### src/rtl/sfp_pkg.sv
// Shared constants, codes and types of the serial frame parser.
`default_nettype none

package sfp_pkg;

  localparam int FrameBytes = 64;
  localparam int RawLimit   = FrameBytes - 5;
  localparam int LenLimit   = (RawLimit > 59) ? 59 : RawLimit;
  localparam int StoreDepth = 64;
  localparam int AddrW      = $clog2(StoreDepth);
  localparam int LenW       = 6;
  localparam int ByteW      = 8;
  localparam int CfgIdxW    = 1;

  localparam logic [ByteW-1:0] HdrFirstRst  = 8'hAA;
  localparam logic [ByteW-1:0] HdrSecondRst = 8'h55;

  typedef enum logic [CfgIdxW-1:0] {
    CFG_HEADER_FIRST  = 1'b0,
    CFG_HEADER_SECOND = 1'b1
  } cfg_idx_e;

  // Frame handed from parser to readout on a good checksum.
  typedef struct packed {
    logic             valid;
    logic [ByteW-1:0] ftype;
    logic [LenW-1:0]  flen;
  } start_t;

  // Readout status seen by the parser.
  typedef struct packed {
    logic active;       // payload reads still to issue or in flight
    logic start_ready;  // readout idle and output register empty
  } rd_status_t;

  typedef struct packed {
    logic [ByteW-1:0] ftype;
    logic [LenW-1:0]  flen;
    logic             has_payload;
    logic [LenW-1:0]  idx;
    logic [ByteW-1:0] pbyte;
    logic             last;
  } item_t;

endpackage

`default_nettype wire

### src/rtl/sfp_ram.sv
// Simple dual-port RAM, one write and one registered read port.
`default_nettype none

module sfp_ram #(
  parameter int Depth = 64,
  parameter int Width = 8,
  localparam int AW = $clog2(Depth)
) (
  input  logic             clk_i,
  input  logic             we_i,
  input  logic [AW-1:0]    waddr_i,
  input  logic [Width-1:0] wdata_i,
  input  logic             re_i,
  input  logic [AW-1:0]    raddr_i,
  output logic [Width-1:0] rdata_o
);

  logic [Width-1:0] mem_q [Depth];
  logic [Width-1:0] rdata_q;

  always_ff @(posedge clk_i) begin
    if (we_i) begin
      mem_q[waddr_i] <= wdata_i;
    end
    if (re_i) begin
      rdata_q <= mem_q[raddr_i];
    end
  end

  assign rdata_o = rdata_q;

endmodule

`default_nettype wire

### src/rtl/sfp_parser.sv
// Header hunt, length check, payload write and checksum of incoming bytes.
`default_nettype none

module sfp_parser (
  input  logic                        clk_i,
  input  logic                        rst_ni,
  input  logic                        cfg_we_i,
  input  logic [sfp_pkg::CfgIdxW-1:0] cfg_index_i,
  input  logic [sfp_pkg::ByteW-1:0]   cfg_data_i,
  input  logic                        in_valid_i,
  output logic                        in_ready_o,
  input  logic [sfp_pkg::ByteW-1:0]   in_byte_i,
  input  sfp_pkg::rd_status_t         rd_stat_i,
  output logic                        mem_we_o,
  output logic [sfp_pkg::AddrW-1:0]   mem_waddr_o,
  output logic [sfp_pkg::ByteW-1:0]   mem_wdata_o,
  output sfp_pkg::start_t             start_o
);

  import sfp_pkg::*;

  typedef enum logic [2:0] {
    PH_HUNT = 3'd0,
    PH_HDR2 = 3'd1,
    PH_TYPE = 3'd2,
    PH_LEN  = 3'd3,
    PH_DATA = 3'd4,
    PH_CKS  = 3'd5
  } phase_e;

  phase_e           phase_q;
  logic [ByteW-1:0] hdr1_q, hdr2_q;
  logic [ByteW-1:0] type_q;
  logic [LenW-1:0]  len_q;
  logic [AddrW-1:0] fill_q;
  logic [ByteW-1:0] sum_q;

  logic             fire;
  logic [ByteW-1:0] sum_add;
  logic [AddrW-1:0] fill_inc;

  // checksum byte waits while the previous frame still holds the output
  assign in_ready_o = !rd_stat_i.active && ((phase_q != PH_CKS) || rd_stat_i.start_ready);
  assign fire       = in_valid_i && in_ready_o;
  assign sum_add    = sum_q + in_byte_i;
  assign fill_inc   = fill_q + AddrW'(1);

  assign mem_we_o    = fire && (phase_q == PH_DATA);
  assign mem_waddr_o = fill_q;
  assign mem_wdata_o = in_byte_i;

  assign start_o.valid = fire && (phase_q == PH_CKS) && (in_byte_i == sum_q);
  assign start_o.ftype = type_q;
  assign start_o.flen  = len_q;

  always_ff @(posedge clk_i or negedge rst_ni) begin
    if (!rst_ni) begin
      phase_q <= PH_HUNT;
      hdr1_q  <= HdrFirstRst;
      hdr2_q  <= HdrSecondRst;
      type_q  <= '0;
      len_q   <= '0;
      fill_q  <= '0;
      sum_q   <= '0;
    end else begin
      if (cfg_we_i) begin
        case (cfg_index_i)
          CFG_HEADER_FIRST:  hdr1_q <= cfg_data_i;
          CFG_HEADER_SECOND: hdr2_q <= cfg_data_i;
          default: ;
        endcase
      end
      if (fire) begin
        case (phase_q)
          PH_HDR2: begin
            if (in_byte_i == hdr2_q) begin
              sum_q   <= sum_add;
              phase_q <= PH_TYPE;
            end else if (in_byte_i == hdr1_q) begin
              sum_q <= in_byte_i;  // repeated first header restarts
            end else begin
              phase_q <= PH_HUNT;
              fill_q  <= '0;
              sum_q   <= '0;
            end
          end
          PH_TYPE: begin
            type_q  <= in_byte_i;
            sum_q   <= sum_add;
            phase_q <= PH_LEN;
          end
          PH_LEN: begin
            fill_q <= '0;
            if (in_byte_i == '0) begin
              sum_q   <= sum_add;
              len_q   <= '0;
              phase_q <= PH_CKS;
            end else if (in_byte_i > ByteW'(LenLimit)) begin
              phase_q <= PH_HUNT;
              sum_q   <= '0;
            end else begin
              sum_q   <= sum_add;
              len_q   <= in_byte_i[LenW-1:0];
              phase_q <= PH_DATA;
            end
          end
          PH_DATA: begin
            fill_q <= fill_inc;
            sum_q  <= sum_add;
            if (LenW'(fill_inc) >= len_q) begin
              phase_q <= PH_CKS;
            end
          end
          PH_CKS: begin
            phase_q <= PH_HUNT;
            fill_q  <= '0;
            sum_q   <= '0;
          end
          default: begin
            if (in_byte_i == hdr1_q) begin
              sum_q   <= in_byte_i;
              phase_q <= PH_HDR2;
            end else begin
              phase_q <= PH_HUNT;
            end
          end
        endcase
      end
    end
  end

endmodule

`default_nettype wire

### src/rtl/sfp_readout.sv
// Payload readout from the store into the output register.
`default_nettype none

module sfp_readout (
  input  logic                      clk_i,
  input  logic                      rst_ni,
  input  sfp_pkg::start_t           start_i,
  output sfp_pkg::rd_status_t       stat_o,
  output logic                      mem_re_o,
  output logic [sfp_pkg::AddrW-1:0] mem_raddr_o,
  input  logic [sfp_pkg::ByteW-1:0] mem_rdata_i,
  output logic                      out_valid_o,
  input  logic                      out_ready_i,
  output sfp_pkg::item_t            out_item_o
);

  import sfp_pkg::*;

  logic             active_q;
  logic             pend_q;
  logic             out_valid_q;
  logic [AddrW-1:0] addr_q;
  logic [LenW-1:0]  len_q;
  logic [ByteW-1:0] type_q;
  item_t            item_q;

  logic take, issue, last_rd;

  assign take    = out_valid_q && out_ready_i;
  // one read in flight; issued only when the output register will be free
  assign issue   = active_q && !pend_q && (!out_valid_q || take);
  assign last_rd = (LenW'(addr_q) + LenW'(1)) == len_q;

  assign mem_re_o    = issue;
  assign mem_raddr_o = addr_q;

  assign stat_o.active      = active_q;
  assign stat_o.start_ready = !active_q && !out_valid_q;

  assign out_valid_o = out_valid_q;
  assign out_item_o  = item_q;

  always_ff @(posedge clk_i or negedge rst_ni) begin
    if (!rst_ni) begin
      active_q    <= 1'b0;
      pend_q      <= 1'b0;
      out_valid_q <= 1'b0;
      addr_q      <= '0;
    end else begin
      if (take) begin
        out_valid_q <= 1'b0;
      end
      if (start_i.valid) begin
        if (start_i.flen == '0) begin
          out_valid_q <= 1'b1;
        end else begin
          active_q <= 1'b1;
          addr_q   <= '0;
        end
      end
      if (issue) begin
        pend_q <= 1'b1;
      end
      if (pend_q) begin
        pend_q      <= 1'b0;
        out_valid_q <= 1'b1;
        if (last_rd) begin
          active_q <= 1'b0;
        end else begin
          addr_q <= addr_q + AddrW'(1);
        end
      end
    end
  end

  always_ff @(posedge clk_i) begin
    if (start_i.valid) begin
      type_q <= start_i.ftype;
      len_q  <= start_i.flen;
      if (start_i.flen == '0) begin
        item_q.ftype       <= start_i.ftype;
        item_q.flen        <= '0;
        item_q.has_payload <= 1'b0;
        item_q.idx         <= '0;
        item_q.pbyte       <= '0;
        item_q.last        <= 1'b1;
      end
    end
    if (pend_q) begin
      item_q.ftype       <= type_q;
      item_q.flen        <= len_q;
      item_q.has_payload <= 1'b1;
      item_q.idx         <= LenW'(addr_q);
      item_q.pbyte       <= mem_rdata_i;
      item_q.last        <= last_rd;
    end
  end

endmodule

`default_nettype wire

### src/rtl/serial_frame_parser_sum8.sv
// Top level: byte-stream frame parser with 8-bit additive checksum.
// Input: one byte per cycle while parsing; stalled only during payload readout
//   and while a checksum byte waits for the previous frame's output to drain.
// The empty-frame marker is valid in the cycle after the checksum transaction; the
//   first payload item passes the readout start, the store read, then the output
//   register; each next store read waits until the output register is free.
// Reset (rst_ni, async, low): parser back to header hunt, headers 0xAA / 0x55,
//   output empty. The payload store is not cleared; entries are read only after
//   being written in the same frame.
`default_nettype none

module serial_frame_parser_sum8 (
  input  logic                        clk_i,
  input  logic                        rst_ni,
  // configuration: 0 header_first, 1 header_second
  input  logic                        cfg_we_i,
  input  logic [sfp_pkg::CfgIdxW-1:0] cfg_index_i,
  input  logic [sfp_pkg::ByteW-1:0]   cfg_data_i,
  // received bytes
  input  logic                        s_axis_tvalid,
  output logic                        s_axis_tready,
  input  logic [7:0]                  s_axis_tdata,   // [7:0] rx_byte
  // frame payload stream
  output logic                        m_axis_tvalid,
  input  logic                        m_axis_tready,
  output logic [31:0]                 m_axis_tdata,   // [7:0] frame_type, [13:8] frame_length,
                                                      // [19:14] byte_index, [27:20] payload_byte,
                                                      // [31:28] zero
  output logic                        m_axis_tuser,   // [0] has_payload
  output logic                        m_axis_tlast    // last
);

  import sfp_pkg::*;

  rd_status_t       rd_stat;
  start_t           start;
  item_t            item;
  logic             mem_we, mem_re;
  logic [AddrW-1:0] mem_waddr, mem_raddr;
  logic [ByteW-1:0] mem_wdata, mem_rdata;

  // Header FSM, running sum and payload write side.
  sfp_parser u_parser (
    .clk_i       (clk_i),
    .rst_ni      (rst_ni),
    .cfg_we_i    (cfg_we_i),
    .cfg_index_i (cfg_index_i),
    .cfg_data_i  (cfg_data_i),
    .in_valid_i  (s_axis_tvalid),
    .in_ready_o  (s_axis_tready),
    .in_byte_i   (s_axis_tdata),
    .rd_stat_i   (rd_stat),
    .mem_we_o    (mem_we),
    .mem_waddr_o (mem_waddr),
    .mem_wdata_o (mem_wdata),
    .start_o     (start)
  );

  // Payload store; writes during the data phase, reads only during readout,
  // so the two ports never touch the same entry in one cycle.
  sfp_ram #(
    .Depth (StoreDepth),
    .Width (ByteW)
  ) u_store (
    .clk_i   (clk_i),
    .we_i    (mem_we),
    .waddr_i (mem_waddr),
    .wdata_i (mem_wdata),
    .re_i    (mem_re),
    .raddr_i (mem_raddr),
    .rdata_o (mem_rdata)
  );

  // Walks the stored payload once the checksum matched.
  sfp_readout u_readout (
    .clk_i       (clk_i),
    .rst_ni      (rst_ni),
    .start_i     (start),
    .stat_o      (rd_stat),
    .mem_re_o    (mem_re),
    .mem_raddr_o (mem_raddr),
    .mem_rdata_i (mem_rdata),
    .out_valid_o (m_axis_tvalid),
    .out_ready_i (m_axis_tready),
    .out_item_o  (item)
  );

  assign m_axis_tdata = {4'b0000, item.pbyte, item.idx, item.flen, item.ftype};
  assign m_axis_tuser = item.has_payload;
  assign m_axis_tlast = item.last;

endmodule

`default_nettype wire

### config.mk
export PLATFORM = sky130hd
export DESIGN_NAME = serial_frame_parser_sum8
export DESIGN_NICKNAME = d
export VERILOG_FILES = /design/src/rtl/sfp_pkg.sv /design/src/rtl/sfp_ram.sv /design/src/rtl/sfp_parser.sv /design/src/rtl/sfp_readout.sv /design/src/rtl/serial_frame_parser_sum8.sv
export SDC_FILE = /design/constraint.sdc
export NUM_CORES = 1
export LEC_CHECK = 0
export BUFFER_PORTS_ARGS = -buffer_cell sky130_fd_sc_hd__clkbuf_2
export CAP_MARGIN = 20
export CELL_PAD_IN_SITES_DETAIL_PLACEMENT = 1
export CELL_PAD_IN_SITES_GLOBAL_PLACEMENT = 1
export CORE_ASPECT_RATIO = 0.5
export CORE_UTILIZATION = 35
export DETAILED_ROUTE_END_ITERATION = 16
export GPL_ROUTABILITY_DRIVEN = 1
export PLACE_DENSITY_LB_ADDON = 0.1
export SYNTH_ARGS = -nofsm -noshare
export SYNTH_HDL_FRONTEND = slang
export SYNTH_SLANG_ARGS = --single-unit
### constraint.sdc
create_clock -name clk_i -period 2.81 [get_ports clk_i]
set_input_delay 0.1405 -clock clk_i [delete_from_list [all_inputs] [get_ports clk_i]]
set_output_delay 0.1405 -clock clk_i [all_outputs]
set_load 0.02 [all_outputs]
==> impl_results.md <==
* Flip-flop and latch area at 0.0183 mm2
* Delay-heaviest family, CP: multiplexers
* Adder-cell area share of the yosys netlist at 0.831%
* Critical-path cell list: buf_12 -> buf_4 -> mux4_2 -> mux4_2 -> mux4_2
* Die Footprint at 0.0725 mm2
* Xor and xnor area share after synthesis at 1.23%
* Tcrit/Tclk final at 95.0%
* Cell taking the most area after synthesis: edfxtp_1
* Max transition margin at 42.8%
* Setup WS post-layout at 0.140 ns
* Synth Warn # at 0
* WS Path Type: flop to flop
* Proportion of layout cells with a drive suffix above 1 at 29.6%
* Total routed wirelength at 69,300 um
* Yosys cell types at 57
* Crit Path Max Fanout at 9
* Fin. Hold Viols at 0
* CTS tree: yes
* Slowest-stage cell, CP: mux4_2
* Detailed placement HPWL at 46,300 um
* Worst hold start: cfg_index_i
* Final Util at 42.1%
* Critical Path Max Stage Delay at 0.53 ns
* Via Count at 13,270
* Max Buffers Root-to-Sink at 3
* Post-Synth Simple-Gate Area at 4.49%
* Largest family of logic cells by synthesized area: multiplexers
* Synth Instances at 1,330
* DIE WIDTH at 380 um
* Area delta synth->final at 17.7%
* Vias in the first global route at 14,175
* CP dominant cell by count: mux4_2
* Compound-Gate Fraction of Synth Area at 3.36%
* Final hold slack at 0.0474 ns
* IO Port Bufs at 53
* Routed length per instance at 27.5 um
* Global-route wire length before repair at 101,000 um
* Min Tclk post-route at 2.67 ns
* Post-CTS Setup Inserts at 0
* Share of the synthesized area in the top cell type at 67.7%
* Hold depth at 3
* P_leak at 0.00980 uW
* DR vias/cell at 5.27
* Maxcap violations at 0
* Status: finished clean
* Reg2reg start: u_readout.mem_raddr_o[0]
* Fmax at 374 MHz
* Area of the multi-input gates at 0.00624 mm2
* Routability-driven placement congestion ratio at 0.778
* Pre-CTS setup slack at -0.00326 ns
* Number of CTS-inserted buffers at 58
* Cell Area, Synth at 0.0250 mm2
* H-Tree Depth at 2
* Hold Crit Class: input pin to flop
* Sink Count at 620
* Post-DP Area at 0.0274 mm2
* Cell Pwr Density at 877 mW/mm2
* WP data arrival at 3.03 ns
* Flops & latches, synth at 620
* CP Launch Type: flop
* Residual DRC at 0
* Worst-Margin Slew at 0.857 ns
* CTS root buf: clkbuf_16
* Final ANT Viol Nets at 0
* CTS clk-pin slew, worst paths at 0.06 ns
* Synthesized area per cell at 18.8 um2
* Grt ovf at 0
* Final setup fails at 0
* Worst VDD drop at 0.457 mV
* DR iter-0 viols at 1,108
* Antenna violations before repair at 10
* Core Rows at 68
* Main flop type after synthesis: edfxtp_1
* Initial Util at 35.8%
* Largest net degree at the start of global routing at 70
* WHS Endpoint: u_parser.hdr1_q[1]
* Fin. max-slew vios at 0
* Reg2reg setup slack at 0.14 ns
* Post-synthesis sequential area ratio at 73.4%
* Pre-Repair DR Iteration Count at 5
* RR Endpoint: u_store.rdata_o[2]
* Clk_lat worst skew at 0.63 ns
* RSZ-0062 raised after global routing: false
* Critical Path RT at 3.17 ns
* Mux cell area share after synthesis at 15.0%
* WP buf/inv at 2
* Die Y at 191 um
* EDFF count, synth at 563
* Crit end category: flop
* Skew final at 0.0210 ns
* Core box area at 0.0698 mm2
* NumNets Final at 1,560
* Cell depth of the worst flop-to-flop path at 5
* Ys async rst share at 9.03%
* Gr usage total at 19.4%
* Post-route cell area at 0.0294 mm2
* Largest cells by area after synthesis: edfxtp_1 68%, mux4_2 12%, dfrtp_1 4.8%
* Filler Cell Count at 6,716
* # IOs at 58
==> power breakdown <==
group          switching, uW  internal (uW)
registers                303          10600
clock network           3530           4420
logic                   3740           3200
total                   7580          18200
==> repair_timing <==
action | 4_1_cts | 5_1_grt
endpoints found under the setup margin | 1 | 0
endpoints found under the hold margin | 39 | 0
gates resized for setup | 1 | 0
hold buffers | 12 | 0
==> worst reg2reg max path: stages, from the launching register on <==
cell	delay (ns)
dfrtp_4	0.48
buf_12	0.17
buf_4	0.24
mux4_2	0.53
mux4_2	0.53
mux4_2	0.46
==> routing by layer <==
metal | global-route usage (%) | share of wire (%) | vias to the layer above
li1 | - | - | 5719
met1 | 28.2 | 46 | 7145
met2 | 30.4 | 46 | 328
met3 | 4.00 | 6.4 | 78
met4 | 3.94 | 1.5 | 0
met5 | 0 | 0 | -
==> synthesized netlist by cell type (all sizes together), types with 3 or more instances <==
library cell	n
or2	3
nor4	7
a21oi	31
edfxtp	563
o31a	4
o211ai	5
inv	16
dfrtp	48
dfstp	8
nand3	22
xnor2	19
o221ai	20
and2	27
or3	6
a31o	3
a211oi	3
mux2i	40
nor3	5
nor2	91
nand2b	11
a22oi	6
mux2	25
nor2b	7
o21ai	22
a31oi	5
buf	38
ha	15
clkbuf	39
o21bai	3
xor2	16
a22o	3
nand2	50
o41ai	3
mux4	136
o22ai	8
==> kinds of logic (layout without fill, tap and decap cells) <==
group,after synthesis,after routing
DFF,620,620
other,1,6
muxes,201,201
adders and majority gates,16,16
and+or+nand+nor,239,239
xor gates and xnor gates,35,35
buffers and inverters,95,332
AOI/OAI and AO/OA,123,123
==> registers in the layout, indices dropped and copies added, names as in the netlist <==
signal	count
u_store.mem_q	512
u_readout.out_item_o	30
u_parser.hdr1_q	8
u_parser.hdr2_q	8
u_parser.sum_q	8
u_parser.type_q	8
u_readout.type_q	8
u_store.rdata_o	8
u_parser.len_q	6
u_parser.mem_waddr_o	6
u_readout.len_q	6
u_readout.mem_raddr_o	6
u_parser.phase_q	3
u_readout.active_q	1
u_readout.out_valid_o	1
u_readout.pend_q	1
==> final cells by class <==
type	count	area share, %
well taps	945	4.02
inverters	18	0.230
flip-flops and latches	620	62.4
diodes	2	0.0170
clock inverters	39	1.22
multi-input cells	618	21.2
clock buffers	69	5.18
repair buffers	206	5.72
==> stage by stage <==
step,setup TNS (ns),cells,total power (uW)
finish,0,2517,25800
global route,0,2515,26800
CTS,0,2515,26100
detailed placement,-0.00326,2395,18100
global placement,0,2395,18000
floorplan,0,1333,15200
==> layout by cell type, fill, tap and decap left out, types with 8 or more instances in the layout <==
cell type      count
clkinv_1          12
o22ai_1            8
clkbuf_1           9
clkbuf_2          49
mux2i_1           40
dfstp_2            8
mux2_2            25
mux4_2           136
nand2b_1          11
nor2_1            91
buf_12            19
buf_4            122
dlygate4sd3_1     12
xnor2_1           19
edfxtp_1         563
xor2_1            16
o221ai_1          20
nand3_1           22
clkbuf_16         59
dfrtp_1           46
inv_1             16
o21ai_0           22
clkinv_2          13
and2_1            26
nand2_1           50
a21oi_1           30
ha_1              15
==> how the worst max path moves through the flow <==
| stage | to | slack, ns | cells past startpoint | start |
|---|---|---|---|---|
| floorplan | u_store.mem_q[54][0] | 0.22 | 6 | u_parser.phase_q[0] |
| global placement | u_store.rdata_o[0] | 0.02 | 7 | u_readout.mem_raddr_o[0] |
| detailed placement | u_store.rdata_o[0] | -0.003 | 7 | u_readout.mem_raddr_o[0] |
| CTS | u_store.rdata_o[0] | 0.11 | 7 | u_readout.mem_raddr_o[0] |
| global route | u_store.mem_q[0][2] | 0.02 | 6 | u_parser.phase_q[1] |
| finish | u_store.rdata_o[2] | 0.14 | 5 | u_readout.mem_raddr_o[0] |
Power figures use the tool's default switching activity.
